### config.mk
export PLATFORM = sky130hd
export DESIGN_NAME = dmt_core
export DESIGN_NICKNAME = d
export VERILOG_FILES = /design/src/design/dmt_pkg.sv /design/src/design/dmt_core.sv
export SDC_FILE = /design/constraint.sdc
export NUM_CORES = 1
export LEC_CHECK = 0
export BUFFER_PORTS_ARGS = -buffer_cell sky130_fd_sc_hd__buf_2
export CAP_MARGIN = 0
export CORE_MARGIN = 4
export CORE_UTILIZATION = 25
export DETAILED_ROUTE_END_ITERATION = 8
export PLACE_DENSITY = 0.46
export SLEW_MARGIN = 25
export SYNTH_ARGS = -nofsm -noshare
export SYNTH_HDL_FRONTEND = slang
export SYNTH_SLANG_ARGS = --single-unit
### constraint.sdc
create_clock -name clk -period 9.5 [get_ports clk]
set_input_delay 1.9 -clock clk [delete_from_list [all_inputs] [get_ports clk]]
set_output_delay 1.9 -clock clk [all_outputs]
set_load 0.005 [all_outputs]
### src/design/dmt_pkg.sv
// ----------------------------------------------------------------------------
// dmt_pkg: shared types and constants of the DPSK modem transmitter
// Holds the ring handshake structs, carrier constants and the sine table.
// ----------------------------------------------------------------------------
package dmt_pkg;

    // Configuration register indexes.
    localparam logic REG_UNSCR_END = 1'b0;
    localparam logic REG_SCR_END   = 1'b1;

    // Reset values of the handshake thresholds, in samples.
    localparam logic [15:0] UNSCR_END_RST = 16'd7200;
    localparam logic [15:0] SCR_END_RST   = 16'd15200;

    // Carrier phase counts twentieths of a turn.
    localparam logic [5:0] PHASE_MOD    = 6'd20;
    localparam logic [5:0] CARRIER_STEP = 6'd6;

    // Symbol clock in thirds of a sample: 40/3 samples per symbol.
    localparam logic signed [6:0] SYMBOL_THIRDS = 7'sd40;
    localparam logic signed [6:0] SAMPLE_THIRDS = 7'sd3;

    // Scrambler taps and the long run of ones that forces an inversion.
    localparam int unsigned SCR_TAP_A = 13;
    localparam int unsigned SCR_TAP_B = 16;
    localparam logic [6:0]  RUN_LAST  = 7'd63;

    // Async frame: start bit, eight data bits, stop bit.
    localparam logic [3:0] FRAME_BITS = 4'd10;

    // Ring status seen by the symbol logic.
    typedef struct packed {
        logic       nonempty;
        logic       full;
        logic [7:0] head_byte;
    } ring_stat_t;

    // Requests from the item path into the ring.
    typedef struct packed {
        logic       push;
        logic [7:0] push_byte;
        logic       pop;
    } ring_req_t;

    // Phase advance for a dibit, in twentieths of a turn.
    function automatic logic [4:0] phase_step(input logic a, input logic b);
        logic [4:0] step;
        case ({a, b})
            2'b00:   step = 5'd5;
            2'b01:   step = 5'd0;
            2'b11:   step = 5'd15;
            default: step = 5'd10;
        endcase
        return step;
    endfunction

    // Truncated sine of amplitude 10000 at twentieths of a turn.
    function automatic logic signed [14:0] sine_lookup(input logic [4:0] idx);
        logic signed [14:0] s;
        case (idx)
            5'd0:    s = 15'sd0;
            5'd1:    s = 15'sd3090;
            5'd2:    s = 15'sd5877;
            5'd3:    s = 15'sd8090;
            5'd4:    s = 15'sd9510;
            5'd5:    s = 15'sd10000;
            5'd6:    s = 15'sd9510;
            5'd7:    s = 15'sd8090;
            5'd8:    s = 15'sd5877;
            5'd9:    s = 15'sd3090;
            5'd10:   s = 15'sd0;
            5'd11:   s = -15'sd3090;
            5'd12:   s = -15'sd5877;
            5'd13:   s = -15'sd8090;
            5'd14:   s = -15'sd9510;
            5'd15:   s = -15'sd10000;
            5'd16:   s = -15'sd9510;
            5'd17:   s = -15'sd8090;
            5'd18:   s = -15'sd5877;
            5'd19:   s = -15'sd3090;
            default: s = 15'sd0;
        endcase
        return s;
    endfunction

endpackage

### src/design/dmt_core.sv
// ----------------------------------------------------------------------------
// dmt_core: symbol timing, framing, scrambler and carrier of the transmitter
// Computes one line sample per tick and advances the modulator state.
// ----------------------------------------------------------------------------
module dmt_core
    import dmt_pkg::*;
(
    input  logic               clk,
    input  logic               rst_n,
    input  logic               tick,
    input  logic [15:0]        unscr_end,
    input  logic [15:0]        scr_end,
    input  ring_stat_t         ring_stat,
    output logic               pop,
    output logic signed [14:0] sample
);

    typedef struct packed {
        logic [16:0] sreg;
        logic [6:0]  run;
        logic        out;
    } scr_t;

    logic [9:0]         frame_reg, frame_next;
    logic [3:0]         left_reg, left_next;
    logic [16:0]        scr_reg, scr_next;
    logic [6:0]         run_reg, run_next;
    logic [4:0]         phase_reg, phase_next;
    logic signed [6:0]  sym_reg, sym_next;
    logic [15:0]        count_reg, count_next;

    logic               due;
    logic               mode_plain;
    logic               mode_marks;
    logic [9:0]         frame_a, frame_b;
    logic [3:0]         left_a, left_b;
    logic               line_a, line_b;
    logic               pop_a, pop_b;
    scr_t               scr_a, scr_b;
    logic               dibit_a, dibit_b;
    logic [5:0]         phase_sum;
    logic [4:0]         phase_sym;
    logic [5:0]         carrier_sum;
    logic [4:0]         phase_adv;

    // One scrambler bit with the forced inversion after 63 ones.
    function automatic scr_t scramble(input logic b, input logic [16:0] s,
                                      input logic [6:0] run);
        scr_t r;
        r.out  = b ^ s[SCR_TAP_A] ^ s[SCR_TAP_B];
        r.run  = 7'd0;
        if (r.out)
        begin
            if (run == RUN_LAST)
            begin
                r.out = 1'b0;
            end
            else
            begin
                r.run = run + 7'd1;
            end
        end
        r.sreg = {s[15:0], r.out};
        return r;
    endfunction

    // Symbol due flag and handshake phase selection.
    always_comb
    begin
        due        = (sym_reg <= 7'sd0);
        mode_plain = (count_reg < unscr_end);
        mode_marks = !mode_plain && (count_reg < scr_end);
    end

    // First line bit of the dibit: from the frame, a new byte, or an idle mark.
    always_comb
    begin
        frame_a = frame_reg;
        left_a  = left_reg;
        line_a  = 1'b1;
        pop_a   = 1'b0;
        if (left_reg == 4'd0)
        begin
            if (ring_stat.nonempty)
            begin
                frame_a = {1'b1, ring_stat.head_byte, 1'b0};
                left_a  = FRAME_BITS - 4'd1;
                line_a  = 1'b0;
                pop_a   = 1'b1;
            end
        end
        else
        begin
            line_a = frame_reg[FRAME_BITS - left_reg];
            left_a = left_reg - 4'd1;
        end
    end

    // Second line bit, continuing from the state the first one left.
    always_comb
    begin
        frame_b = frame_a;
        left_b  = left_a;
        line_b  = 1'b1;
        pop_b   = 1'b0;
        if (left_a == 4'd0)
        begin
            if (ring_stat.nonempty && !pop_a)
            begin
                frame_b = {1'b1, ring_stat.head_byte, 1'b0};
                left_b  = FRAME_BITS - 4'd1;
                line_b  = 1'b0;
                pop_b   = 1'b1;
            end
        end
        else
        begin
            line_b = frame_a[FRAME_BITS - left_a];
            left_b = left_a - 4'd1;
        end
    end

    // Scrambler: plain ones first, marks during the scrambled handshake, line bits afterward.
    always_comb
    begin
        scr_a = scramble(mode_marks ? 1'b1 : line_a, scr_reg, run_reg);
        scr_b = scramble(mode_marks ? 1'b1 : line_b, scr_a.sreg, scr_a.run);
        if (mode_plain)
        begin
            dibit_a = 1'b1;
            dibit_b = 1'b1;
        end
        else
        begin
            dibit_a = scr_a.out;
            dibit_b = scr_b.out;
        end
    end

    // Carrier phase: symbol step, sample lookup, then the per-sample advance.
    always_comb
    begin
        phase_sum = {1'b0, phase_reg} + {1'b0, phase_step(dibit_a, dibit_b)};
        if (!due)
        begin
            phase_sym = phase_reg;
        end
        else if (phase_sum >= PHASE_MOD)
        begin
            phase_sym = 5'(phase_sum - PHASE_MOD);
        end
        else
        begin
            phase_sym = phase_sum[4:0];
        end
        sample      = sine_lookup(phase_sym);
        carrier_sum = {1'b0, phase_sym} + CARRIER_STEP;
        phase_adv   = (carrier_sum >= PHASE_MOD) ? 5'(carrier_sum - PHASE_MOD)
                                                 : carrier_sum[4:0];
    end

    // Next state for one tick.
    always_comb
    begin
        frame_next = frame_reg;
        left_next  = left_reg;
        scr_next   = scr_reg;
        run_next   = run_reg;
        phase_next = phase_reg;
        sym_next   = sym_reg;
        count_next = count_reg;
        pop        = 1'b0;
        if (tick)
        begin
            if (due && !mode_plain)
            begin
                scr_next = scr_b.sreg;
                run_next = scr_b.run;
                if (!mode_marks)
                begin
                    frame_next = frame_b;
                    left_next  = left_b;
                    pop        = pop_a || pop_b;
                end
            end
            phase_next = phase_adv;
            sym_next   = sym_reg + (due ? SYMBOL_THIRDS : 7'sd0) - SAMPLE_THIRDS;
            if (count_reg != 16'hFFFF)
            begin
                count_next = count_reg + 16'd1;
            end
        end
    end

    always_ff @(posedge clk or negedge rst_n)
    begin
        if (!rst_n)
        begin
            frame_reg <= '0;
            left_reg  <= '0;
            scr_reg   <= '0;
            run_reg   <= '0;
            phase_reg <= '0;
            sym_reg   <= '0;
            count_reg <= '0;
        end
        else
        begin
            frame_reg <= frame_next;
            left_reg  <= left_next;
            scr_reg   <= scr_next;
            run_reg   <= run_next;
            phase_reg <= phase_next;
            sym_reg   <= sym_next;
            count_reg <= count_next;
        end
    end

endmodule

== Word level (Yosys, flattened, before mapping) ==
Memories as Yosys holds them, arrays and structs flattened.
Cells that the tools add are included.

* Output and inout bits: 16
* Register bits: 66
* Bits in read-only memories: 480
* Input port bits: 45
* Memories kept: 1

* Add/subtract/negate cells: 13
* Bitwise logic cells: 5
* Order comparisons: 7
* Muxes and demuxes: 38
* Equal/unequal tests: 5
* Reduce and logical (&&, ||, !) cells: 12

{| class="wikitable"
|+ Memory list
! name !! depth !! width !! rd ports !! clocked after Yosys merged registers in !! write ports !! line !! RTL
|-
| (no name shown) || 32 || 15 || 1 || 0 || 0 || dmt_pkg.sv:60 || <nowiki>case (idx)</nowiki>
|}

{| class="wikitable"
|+ Operator list
! operator !! count
|-
| two-way mux 10 bit || 4
|-
| < comparator 16 bit || 2
|-
| two-way mux 1 bit || 19
|-
| adder 16 x 1 -> 16 bit (second input constant) || 1
|-
| two-way mux 4 bit || 4
|-
| two-way mux 8 bit || 2
|-
| inequality test 16 bit (second input constant) || 1
|-
| two-way mux 5 bit || 3
|-
| adder 7 x 1 -> 7 bit (second input constant) || 2
|-
| == test 7 x 6 -> 1 bit (second input constant) || 2
|-
| two-way mux 7 bit || 2
|-
| greater-or-equal comparator 6 x 5 -> 1 bit (second input constant) || 2
|-
| one-hot mux 4 bit (3 select lines) || 1
|-
| < comparator 4 x 5 -> 1 bit (second input constant) || 2
|-
| subtractor 5 bit (second input constant) || 2
|-
| binary-select mux 1 bit (select 4 bit) || 2
|-
| logical NOT 4 bit || 2
|-
| subtractor 4 x 1 -> 4 bit (second input constant) || 2
|-
| subtractor 4 bit (first input constant) || 2
|-
| adder 7 bit || 1
|-
| less-or-equal comparator 7 x 1 -> 1 bit (second input constant) || 1
|-
| subtractor 7 x 3 -> 7 bit (second input constant) || 1
|-
| adder 5 x 3 -> 6 bit (second input constant) || 1
|-
| adder 5 x 4 -> 6 bit || 1
|-
| 11 further kinds || 18
|}

== Logic depth before layout (Yosys ltp) ==
Gate-level depths: netlist of run 1.

* Word-level depth: 21
* Depth in mapped cells: 41

== Worst setup path after synthesis of run 1 ==
Ideal clock, no wire load.

* Path type: input to output
* Start: in ring_stat[9] in the netlist's numbering
* End: out sample[12]
* Buffers on the path: 4
* Required time: 7.600 ns
* Stages on the path: 29
* Setup slack: -0.455 ns
* Data arrival time: 8.055 ns
* Path through: or4b_1 > buf_2 > mux2_4 > ha_1 > a21boi_0 > or3_1 > and4_1 > o31ai_2 > a21oi_2 > xnor2_2 > o21ai_2 > and2_1 > ha_1 > or2_2 > ha_1 > a21o_1 > a21o_1 > xnor2_1 > ha_1 > or3b_1 > and2_1 > o21bai_1 > and3_1 > o31a_1 > buf_2 > buf_1 > o211ai_1 > a21oi_1 > buf_4

* Longest elaborated chain between the ends: 18
* Elaborated cells on any way between the ends: 38
* Classes of those cells: add/sub: 3; order compare: 1; eq/ne: 3; mux: 22; bitwise: 4; reduce/logical: 4; memory: 1

{| class="wikitable"
|+ Ends and longest elaborated chain
! element !! line !! RTL
|-
| from (decl) || dmt_core.sv:13 || <nowiki>input ring_stat_t ring_stat,</nowiki>
|-
| two-way mux 4 bit or two-way mux 1 bit (tied branches) || dmt_core.sv:84 || <nowiki>if (ring_stat.nonempty)</nowiki>
|-
| two-way mux 4 bit or two-way mux 1 bit (tied branches) || dmt_core.sv:82 || <nowiki>if (left_reg == 4'd0)</nowiki>
|-
| subtractor 4 bit or logical NOT 1 bit (tied branches) || dmt_core.sv:118, dmt_core.sv:108 ||
|-
| binary-select mux 1 bit (select 4 bit) or logical AND 1 bit (tied branches) || dmt_core.sv:118, dmt_core.sv:108 ||
|-
| two-way mux 1 bit, on equally long branches || dmt_core.sv:118, dmt_core.sv:108 ||
|-
| two-way mux 1 bit || dmt_core.sv:106 || <nowiki>if (left_a == 4'd0)</nowiki>
|-
| two-way mux 1 bit || dmt_core.sv:127 || <nowiki>scr_b = scramble(mode_marks ? 1'b1 : line_b, scr_a.sreg, scr_a.run);</nowiki>
|-
| bitwise XOR 1 bit (2 in series) || dmt_core.sv:50 || <nowiki>r.out = b ^ s[SCR_TAP_A] ^ s[SCR_TAP_B];</nowiki>
|-
| two-way mux 8 bit || dmt_core.sv:52 || <nowiki>if (r.out)</nowiki>
|-
| two-way mux 1 bit || dmt_core.sv:128 || <nowiki>if (mode_plain)</nowiki>
|-
| == test 2 bit, or another cell as far along || dmt_pkg.sv:48 || <nowiki>case ({a, b})</nowiki>
|-
| one-hot mux 4 bit (3 select lines) * || dmt_pkg.sv:48 ||
|-
| adder 5 x 4 -> 6 bit * || dmt_core.sv:143 || <nowiki>phase_sum = {1'b0, phase_reg} + {1'b0, phase_step(dibit_a, dibit_b)};</nowiki>
|-
| subtractor 5 bit or greater-or-equal comparator 6 x 5 -> 1 bit (tied branches) || dmt_core.sv:150, dmt_core.sv:148 ||
|-
| two-way mux 5 bit * || dmt_core.sv:148 || <nowiki>else if (phase_sum >= PHASE_MOD)</nowiki>
|-
| two-way mux 5 bit * || dmt_core.sv:144 || <nowiki>if (!due)</nowiki>
|-
| memory read (32 x 15 bit) * || -- ||
|-
| to (decl) || dmt_core.sv:15 || <nowiki>output logic signed [14:0] sample</nowiki>
|}

Mark *: on every way between the ends. The rest lies on a longest branch, timed or not. The select of a mux whose other input is x is not followed.

== Final worst setup path of run 1 ==
* Start: in scr_end[12]
* End: out sample[9]

* Longest elaborated chain between the ends: 17
* Elaborated cells on any way between the ends: 24
* Classes of those cells: add/sub: 2; order compare: 2; eq/ne: 3; mux: 10; bitwise: 4; reduce/logical: 2; memory: 1

{| class="wikitable"
|+ Ends and longest elaborated chain
! element !! line !! RTL
|-
| from (decl) || dmt_core.sv:12 || <nowiki>input logic [15:0] scr_end,</nowiki>
|-
| < comparator 16 bit * || dmt_core.sv:72 || <nowiki>mode_marks = !mode_plain && (count_reg < scr_end);</nowiki>
|-
| logical AND 1 bit * || dmt_core.sv:72 ||
|-
| two-way mux 1 bit || dmt_core.sv:126 || <nowiki>scr_a = scramble(mode_marks ? 1'b1 : line_a, scr_reg, run_reg);</nowiki>
|-
| bitwise XOR 1 bit (2 in series) || dmt_core.sv:50 ||
|-
| two-way mux 8 bit || dmt_core.sv:52 ||
|-
| == test 7 x 6 -> 1 bit || dmt_core.sv:54 || <nowiki>if (run == RUN_LAST)</nowiki>
|-
| two-way mux 1 bit || dmt_core.sv:54 ||
|-
| two-way mux 8 bit || dmt_core.sv:52 ||
|-
| two-way mux 1 bit || dmt_core.sv:128 ||
|-
| == test 2 bit, or another cell as far along || dmt_pkg.sv:48 ||
|-
| one-hot mux 4 bit (3 select lines) * || dmt_pkg.sv:48 ||
|-
| adder 5 x 4 -> 6 bit * || dmt_core.sv:143 ||
|-
| subtractor 5 bit or greater-or-equal comparator 6 x 5 -> 1 bit (tied branches) || dmt_core.sv:150, dmt_core.sv:148 ||
|-
| two-way mux 5 bit * || dmt_core.sv:148 ||
|-
| two-way mux 5 bit * || dmt_core.sv:144 ||
|-
| memory read (32 x 15 bit) * || -- ||
|}

Mark *: on every way between the ends. The rest lies on a longest branch, timed or not.

==> results of run 1 <==
## tightest hold or removal path: stages, from the launching register on
cell     delay (ns)
dfrtp_1        0.34
nand2_1        0.05
nand2_1        0.05
## layout by cell type (no fill, tap or decap), types with 8 or more instances in the layout
cell type / netlist / final
a21oi_1: 46 / 43
nand2b_1: 9 / 9
o21ai_1: 5 / 11
dfrtp_1: 66 / 66
a21o_1: 11 / 11
o21ai_0: 37 / 27
buf_6: 2 / 10
nand2_1: 111 / 106
buf_4: 1 / 80
xnor2_1: 21 / 18
xor2_1: 12 / 12
inv_1: 56 / 51
buf_2: 11 / 55
mux2_2: 12 / 12
clkbuf_16: 0 / 10
nand4_1: 9 / 9
nor2_1: 48 / 41
ha_1: 66 / 56
nand3_1: 17 / 14
nor3_1: 8 / 8
## metrics by stage
stage / power (mW) / setup TNS, ns
global route: 3.698 / -9.193
global placement: 2.676 / -7.842
floorplan: 1.836 / -0.03390
finish: 3.370 / -3.128
detailed placement: 2.666 / -8.363
CTS: 3.148 / -4.657
## power by group through the flow
| stage | clock network (mW) | logic, mW | registers (mW) |
|---|---|---|---|
| 2_1_floorplan | 0 | 1.43 | 0.401 |
| 5_1_grt | 0.344 | 2.91 | 0.442 |
| 3_5_place_dp | 0 | 2.23 | 0.433 |
| 6_report | 0.324 | 2.62 | 0.429 |
| 4_1_cts | 0.335 | 2.38 | 0.429 |
| 3_3_place_gp | 0 | 2.24 | 0.433 |
## worst paths after layout
check | from | to | slack (ns) | depth (start not counted)
max | scr_end[12] | sample[9] | -0.29 | 35
min | scr_reg[0] | scr_reg[2] | 0.46 | 2
max reg2reg | left_reg[0] | phase_reg[2] | 1.66 | 38
min reg2reg | scr_reg[0] | scr_reg[2] | 0.46 | 2
max in group asynchronous | rst_n | run_reg[2] | 7.15 | 2
min in group asynchronous | rst_n | frame_reg[3] | 1.74 | 2
## cell families after synthesis
group	after synthesis	share of synthesized area (%)
xor gates and xnor gates	35	5.613
adders and majority gates	67	14.76
DFF	66	28.83
and+or+nand+nor	251	20.77
AOI/OAI and AO/OA	169	18.94
muxes	23	4.826
buffers and inverters	87	6.268
## timing repair
item | CTS | global route
buffers inserted | 8 | 5
gates cloned | 0 | 1
endpoints found under the setup margin | 15 | 15
gates resized for setup | 36 | 40
hold buffers | 0 | 0
pin swaps | 28 | 28
## cell type report
| cell class | count | area, um2 | area share [%] |
|---|---|---|---|
| timing repair buffer | 149 | 1069 | 13.97 |
| tap | 285 | 356.6 | 4.662 |
| clock inverter | 3 | 42.54 | 0.5562 |
| clock buffer | 11 | 232.7 | 3.043 |
| multi-input combinational | 545 | 4075 | 53.28 |
| inverter | 57 | 221.5 | 2.895 |
| sequential | 66 | 1652 | 21.59 |
## routing by layer
layer	up-vias	track usage (%)	part of all wire, %
li1	2713	-	-
met1	2489	16.49	50
met2	57	18.85	46
met3	14	2.174	2.6
met4	0	2.722	1.0
met5	-	0	0
==> metrics.txt, run 1 <==
status=finished with violations; violations in the final reports=negative setup slack; number of library cell types mapped by synthesis=between 70 and 80; Flop pwr share=12.7%; Die H=159.4 um; Port Buffers=59; fmax=roughly 100 MHz; final cycle utilization of the critical path=103.1%; hold crit path type=flop to flop; Slew Limit Fails=0; layout cells sized above 1=between 20 and 30%; CP arrival=7.89 ns; P per Cell Area=440.6 nW/um2; post-synthesis sequential area ratio=28.83%; Post-Syn Nets=810; antenna cells=0; internal power=between 1.5 and 2 mW; sw power=around 1.5 mW; CP endpoint kind=output pin; share of the synthesized area in the top cell type=28.83%; Mean Syn Cell Area=8.208 um2; Final Setup Violations=15; initial antenna violation count=0; Post-Syn Instances=698; post-synthesis cell area=5729 um2; CP top delay family=simple AND/OR/NAND/NOR gates; RSZ-0062 raised after global routing=true; most frequent cell on the critical path=ha_2; Layout Cells excl Fill=between 1000 and 1500; Most used DFF post-synth=dfrtp_1; first-pass GRT wire length=25210 um; die width=159.4 um; max_slew headroom=40.89%; largest net degree at the start of global routing=67; Vias=about 5300; final hold vios=0; NumNets Final=940; total wire length=14920 um; Yosys reg bits=between 60 and 70; clock-pin slew on the worst setup and hold paths=~0.050 ns; Worst-Margin Slew=0.8867 ns; most frequent cell after synthesis=nand2_1; hpwl dp=11080 um; max capacitance violation total=0; yosys warns=0; DR vias/cell=4.725; post-layout util=33.89%; Clk pwr share=a little under a tenth; slowest CP cell=or4_1; vias in the first global route=5152; Yosys top cell by area=dfrtp_1; setup ws final=-0.2911 ns; Commonest cells post-synth=nand2_1, dfrtp_1, ha_1, inv_1, nor2_1; Fin Hold WS=0.4638 ns; crit path time final=9.791 ns; Lkg Pwr=3.670 nW; Critical Path Max Stage Delay=0.55 ns; die area=~25000 um2; post-route ant nets=0; Overflow after GRT=0; CP Data Required Time=7.60 ns; DR DRC count=0; CTS sink cnt=66; Initial Utilization=25.38%; Crit Path Max Fanout=5; pre-CTS setup slack=-0.6454 ns; startpoint types=input port; combinational power share=slightly below 80%; area of the core=about 23000 um2; GRT Total Usage=11.76%; Clock Skew=0.006064 ns; Max clock buf depth=2; Top Ports=61; Switching Share=44.05%; number of fill cells in the layout=~2400; GP Congestion=0.7678; maximum VDD drop=444.9 uV; share of synthesized registers carrying an async set or reset=100.0%; clock root buffer=clkbuf_16; top cells by area, synth=dfrtp_1, ha_1, nand2_1; Placed Cells=1089; Clk Latency, worst-skew pair=around 0.34 ns; Layout area overhead=33.50%; 1st-pass router iterations=5; Finished Cell Area=~7600 um2; DRT iter0 DRCs=220; EDFF count, synth=0; TritonCTS buffer count=9; Setup CP Type=input port to output pin; Cell Area, Placed=6974 um2; htree depth=3; Largest register FFs=17; WP buf/inv=8; TritonCTS clock tree=built; WL per Instance=13.36 um; Rows=55
No activity file was read; power rests on OpenSTA's default activity.
==> inputs of run 2 (changes only) <==
- ABC_AREA: not set -> 1
==> metrics.txt, run 2 <==
status=complete, no violations (was finished with violations); die area=25580 um2 (was 25400 um2); antenna cells=0 (unchanged); combinational family with the most area after synthesis=simple AND/OR/NAND/NOR gates (unchanged); Port Buffers=59 (unchanged); Post-Syn Instances=835 (was 698); hpwl dp=10160 um (was 11080 um); area of the core=22710 um2 (was 22570 um2); post-synthesis simple-gate area fraction=29.16% (was 20.77%); CTS Hold Bufs=0 (unchanged); CP Data Required Time=7.60 ns (about the same); Finished Cell Area=6789 um2 (was 7649 um2); die width=159.9 um (was 159.4 um); hold depth=2 (unchanged); Mean Syn Cell Area=6.912 um2 (was 8.208 um2); DR vias/cell=4.429 (was 4.725); most frequent cells in the layout=nand2_1, inv_1, ha_1, dfrtp_1, buf_2 (was nand2_1, buf_4, dfrtp_1); GP Congestion=0.8083 (was 0.7678); most frequent cell after synthesis=nand2_1 (unchanged); share of synthesized registers carrying an async set or reset=100.0% (unchanged); Rows=55 (unchanged); CTS sink cnt=66 (unchanged); post-synthesis mux area share=0.3902% (was 4.826%); final hold vios=0 (unchanged); WL per Instance=11.26 um (was 13.36 um); CP endpoint kind=output pin (unchanged); final setup TNS=0 ns (was -3.128 ns); Overflow after GRT=0 (unchanged); top cells by area, synth=dfrtp_1, nand2_1, ha_1 (was dfrtp_1, ha_1, nand2_1); crit path time final=8.974 ns (was 9.791 ns); TritonCTS clock tree=built (unchanged); Worst Setup SP=unscr_end[1] (was scr_end[12]); RSZ-0062 raised after global routing=false (was true); initial antenna violation count=0 (unchanged); Die H=159.9 um (was 159.4 um); 1st-pass router iterations=4 (was 5); max_slew headroom=41.88% (was 40.89%); worst reg-to-reg path cell count=44 (was 38); Reg-to-Reg End=phase_reg[2] (unchanged); Largest register FFs=17 (unchanged); setup slack, reg-to-reg=3.00 ns (was 1.66 ns); final cycle utilization of the critical path=94.46% (was 103.1%); P per Cell Area=316.1 nW/um2 (was 440.6 nW/um2); Layout Cells excl Fill=1187 (was 1116); post-synthesis sequential area ratio=28.61% (was 28.83%); largest net degree at the start of global routing=67 (unchanged); post-synthesis cell area=5772 um2 (was 5729 um2); Final Setup Violations=0 (was 15); Top Ports=61 (unchanged); clock-pin slew on the worst setup and hold paths=0.05 ns (about the same); TritonCTS buffer count=9 (unchanged); Yosys top cell by area=dfrtp_1 (unchanged); number of library cell types mapped by synthesis=45 (was 76); layout cells sized above 1=15.30% (was 29.84%); vias in the first global route=4932 (was 5152); hold crit path type=flop to flop (unchanged); Post-Syn Nets=947 (was 810); Synth Area in Adders=14.65% (was 14.76%); EDFF count, synth=0 (unchanged); startpoint types=input port (unchanged); Most used DFF post-synth=dfrtp_1 (unchanged); Yosys reg bits=66 (unchanged); slowest CP cell=ha_1 (was or4_1); Cell Area, Placed=6394 um2 (was 6974 um2); DR DRC count=0 (unchanged); Synth Area in XOR/XNOR=3.945% (was 5.613%); first-pass GRT wire length=23010 um (was 25210 um); Hold Path End=scr_reg[3] (was scr_reg[2]); Commonest cells post-synth=nand2_1, inv_1, dfrtp_1, ha_1, nand3_1 (was nand2_1, dfrtp_1, ha_1, inv_1, nor2_1); Clk Latency, worst-skew pair=0.33 ns (was 0.34 ns); Compound-Gate Fraction of Synth Area=12.83% (was 18.93%); most frequent cell on the critical path=nand2_1 (was ha_2); max capacitance violation total=0 (unchanged); Clock Skew=0.007322 ns (was 0.006064 ns); leading cell type in the layout, fill and taps excluded=nand2_1 (unchanged); NumNets Final=1010 (was 940); clock root buffer=clkbuf_16 (unchanged); Vias=5257 (was 5273); yosys warns=0 (unchanged); total wire length=13370 um (was 14920 um); fmax=111.4 MHz (was 102.1 MHz); DRT iter0 DRCs=162 (was 220); post-route ant nets=0 (unchanged); Setup CP Type=input port to output pin (unchanged); Layout area overhead=17.62% (was 33.50%); Crit Path Max Fanout=9 (was 5); Reg-to-Reg Start=left_reg[0] (unchanged); Worst Hold Launch=scr_reg[3] (was scr_reg[0]); htree depth=3 (unchanged); CP arrival=7.07 ns (was 7.89 ns); Critical Path Max Stage Delay=0.35 ns (was 0.55 ns); Slew Limit Fails=0 (unchanged); share of the synthesized area in the top cell type=28.61% (was 28.83%); Worst-Margin Slew=0.8718 ns (was 0.8867 ns); Placed Cells=1170 (was 1089); maximum VDD drop=231.4 uV (was 444.9 uV); Initial Utilization=25.42% (was 25.38%); pre-CTS setup slack=0.2155 ns (was -0.6454 ns); Max clock buf depth=2 (unchanged); Lkg Pwr=3.572 nW (was 3.670 nW); GRT Total Usage=10.64% (was 11.76%); setup ws final=0.5259 ns (was -0.2911 ns)
==> run 2: cell count changes in the layout (fill, tap and decap cells not counted), moves of 10 or more <==
| cell | before | now |
|---|---|---|
| a21o_1 | 11 | 0 |
| a21oi_1 | 43 | 24 |
| buf_4 | 80 | 11 |
| buf_6 | 10 | 0 |
| ha_1 | 56 | 66 |
| inv_1 | 51 | 114 |
| inv_2 | 2 | 18 |
| mux2_2 | 12 | 2 |
| nand2_1 | 106 | 230 |
| nand3_1 | 14 | 58 |
| nor2_1 | 41 | 53 |
| o21ai_0 | 27 | 46 |
| o21ai_1 | 11 | 41 |
| xnor2_1 | 18 | 8 |
==> run 2: through the flow <==
step | power, mW | hold WS [ns] | util, %
3_5_place_dp | 1.725 | 0.4687 | 28.15
6_report | 2.146 | 0.4746 | 29.90
3_3_place_gp | 1.733 | 0.4602 | 28.15
5_1_grt | 2.376 | 0.5105 | 29.90
2_1_floorplan | 1.337 | 0.4337 | -
4_1_cts | 2.129 | 0.4807 | 29.66
==> run 2: routing by layer <==
layer | track usage, % | part of all wire, %
met5 | 0 | 0
met4 | 2.425 | 1.1
met2 | 17.48 | 46
met3 | 2.581 | 3.4
met1 | 14.22 | 49
==> run 2: kinds of logic after synthesis <==
group           count (synthesis)
buf+inv                       151
flops                          66
xor+xnor                       26
compound gates                133
mux                             2
fa+ha+maj                      67
simple gates                  390
==> run 2: how the worst max path moves through the flow <==
stage	slack, ns	end	cells after the start
finish	0.53	sample[4]	41
CTS	0.21	sample[4]	35
global route	0.003	sample[4]	39
global placement	0.24	sample[4]	35
detailed placement	0.22	sample[4]	35
floorplan	1.00	sample[4]	35
==> run 2: report_power, final <==
group          internal (mW)  switching [mW]  total [mW]  leakage (nW)
combinational          0.572           0.806        1.38          2.65
sequential             0.334          0.0473       0.382         0.762
clock                  0.261           0.125       0.386         0.165
==> run 2: worst max-delay path, delay by kind of cell <==
kind / cells / cell delay, ns
and+or+nand+nor: 26 / 2.60
buffers and inverters: 6 / 0.52
AOI/OAI and AO/OA: 2 / 0.25
adders and majority gates: 6 / 1.49
xor gates and xnor gates: 1 / 0.28
==> run 2: what timing repair did <==
| item | 4_1_cts | 5_1_grt |
|---|---|---|
| buffers inserted | 0 | 2 |
| setup endpoints to repair | 0 | 14 |
| resized for setup | 0 | 6 |
==> run 2: layout make-up <==
cell class | count | area (um2)
Fill cell | 2511 | 15920
Inverter | 132 | 495.5
Tap cell | 285 | 356.6
Clock inverter | 5 | 102.6
Clock buffer | 10 | 239.0
Multi-Input combinational cell | 618 | 3546
Sequential cell | 66 | 1652
Timing Repair Buffer | 71 | 397.9
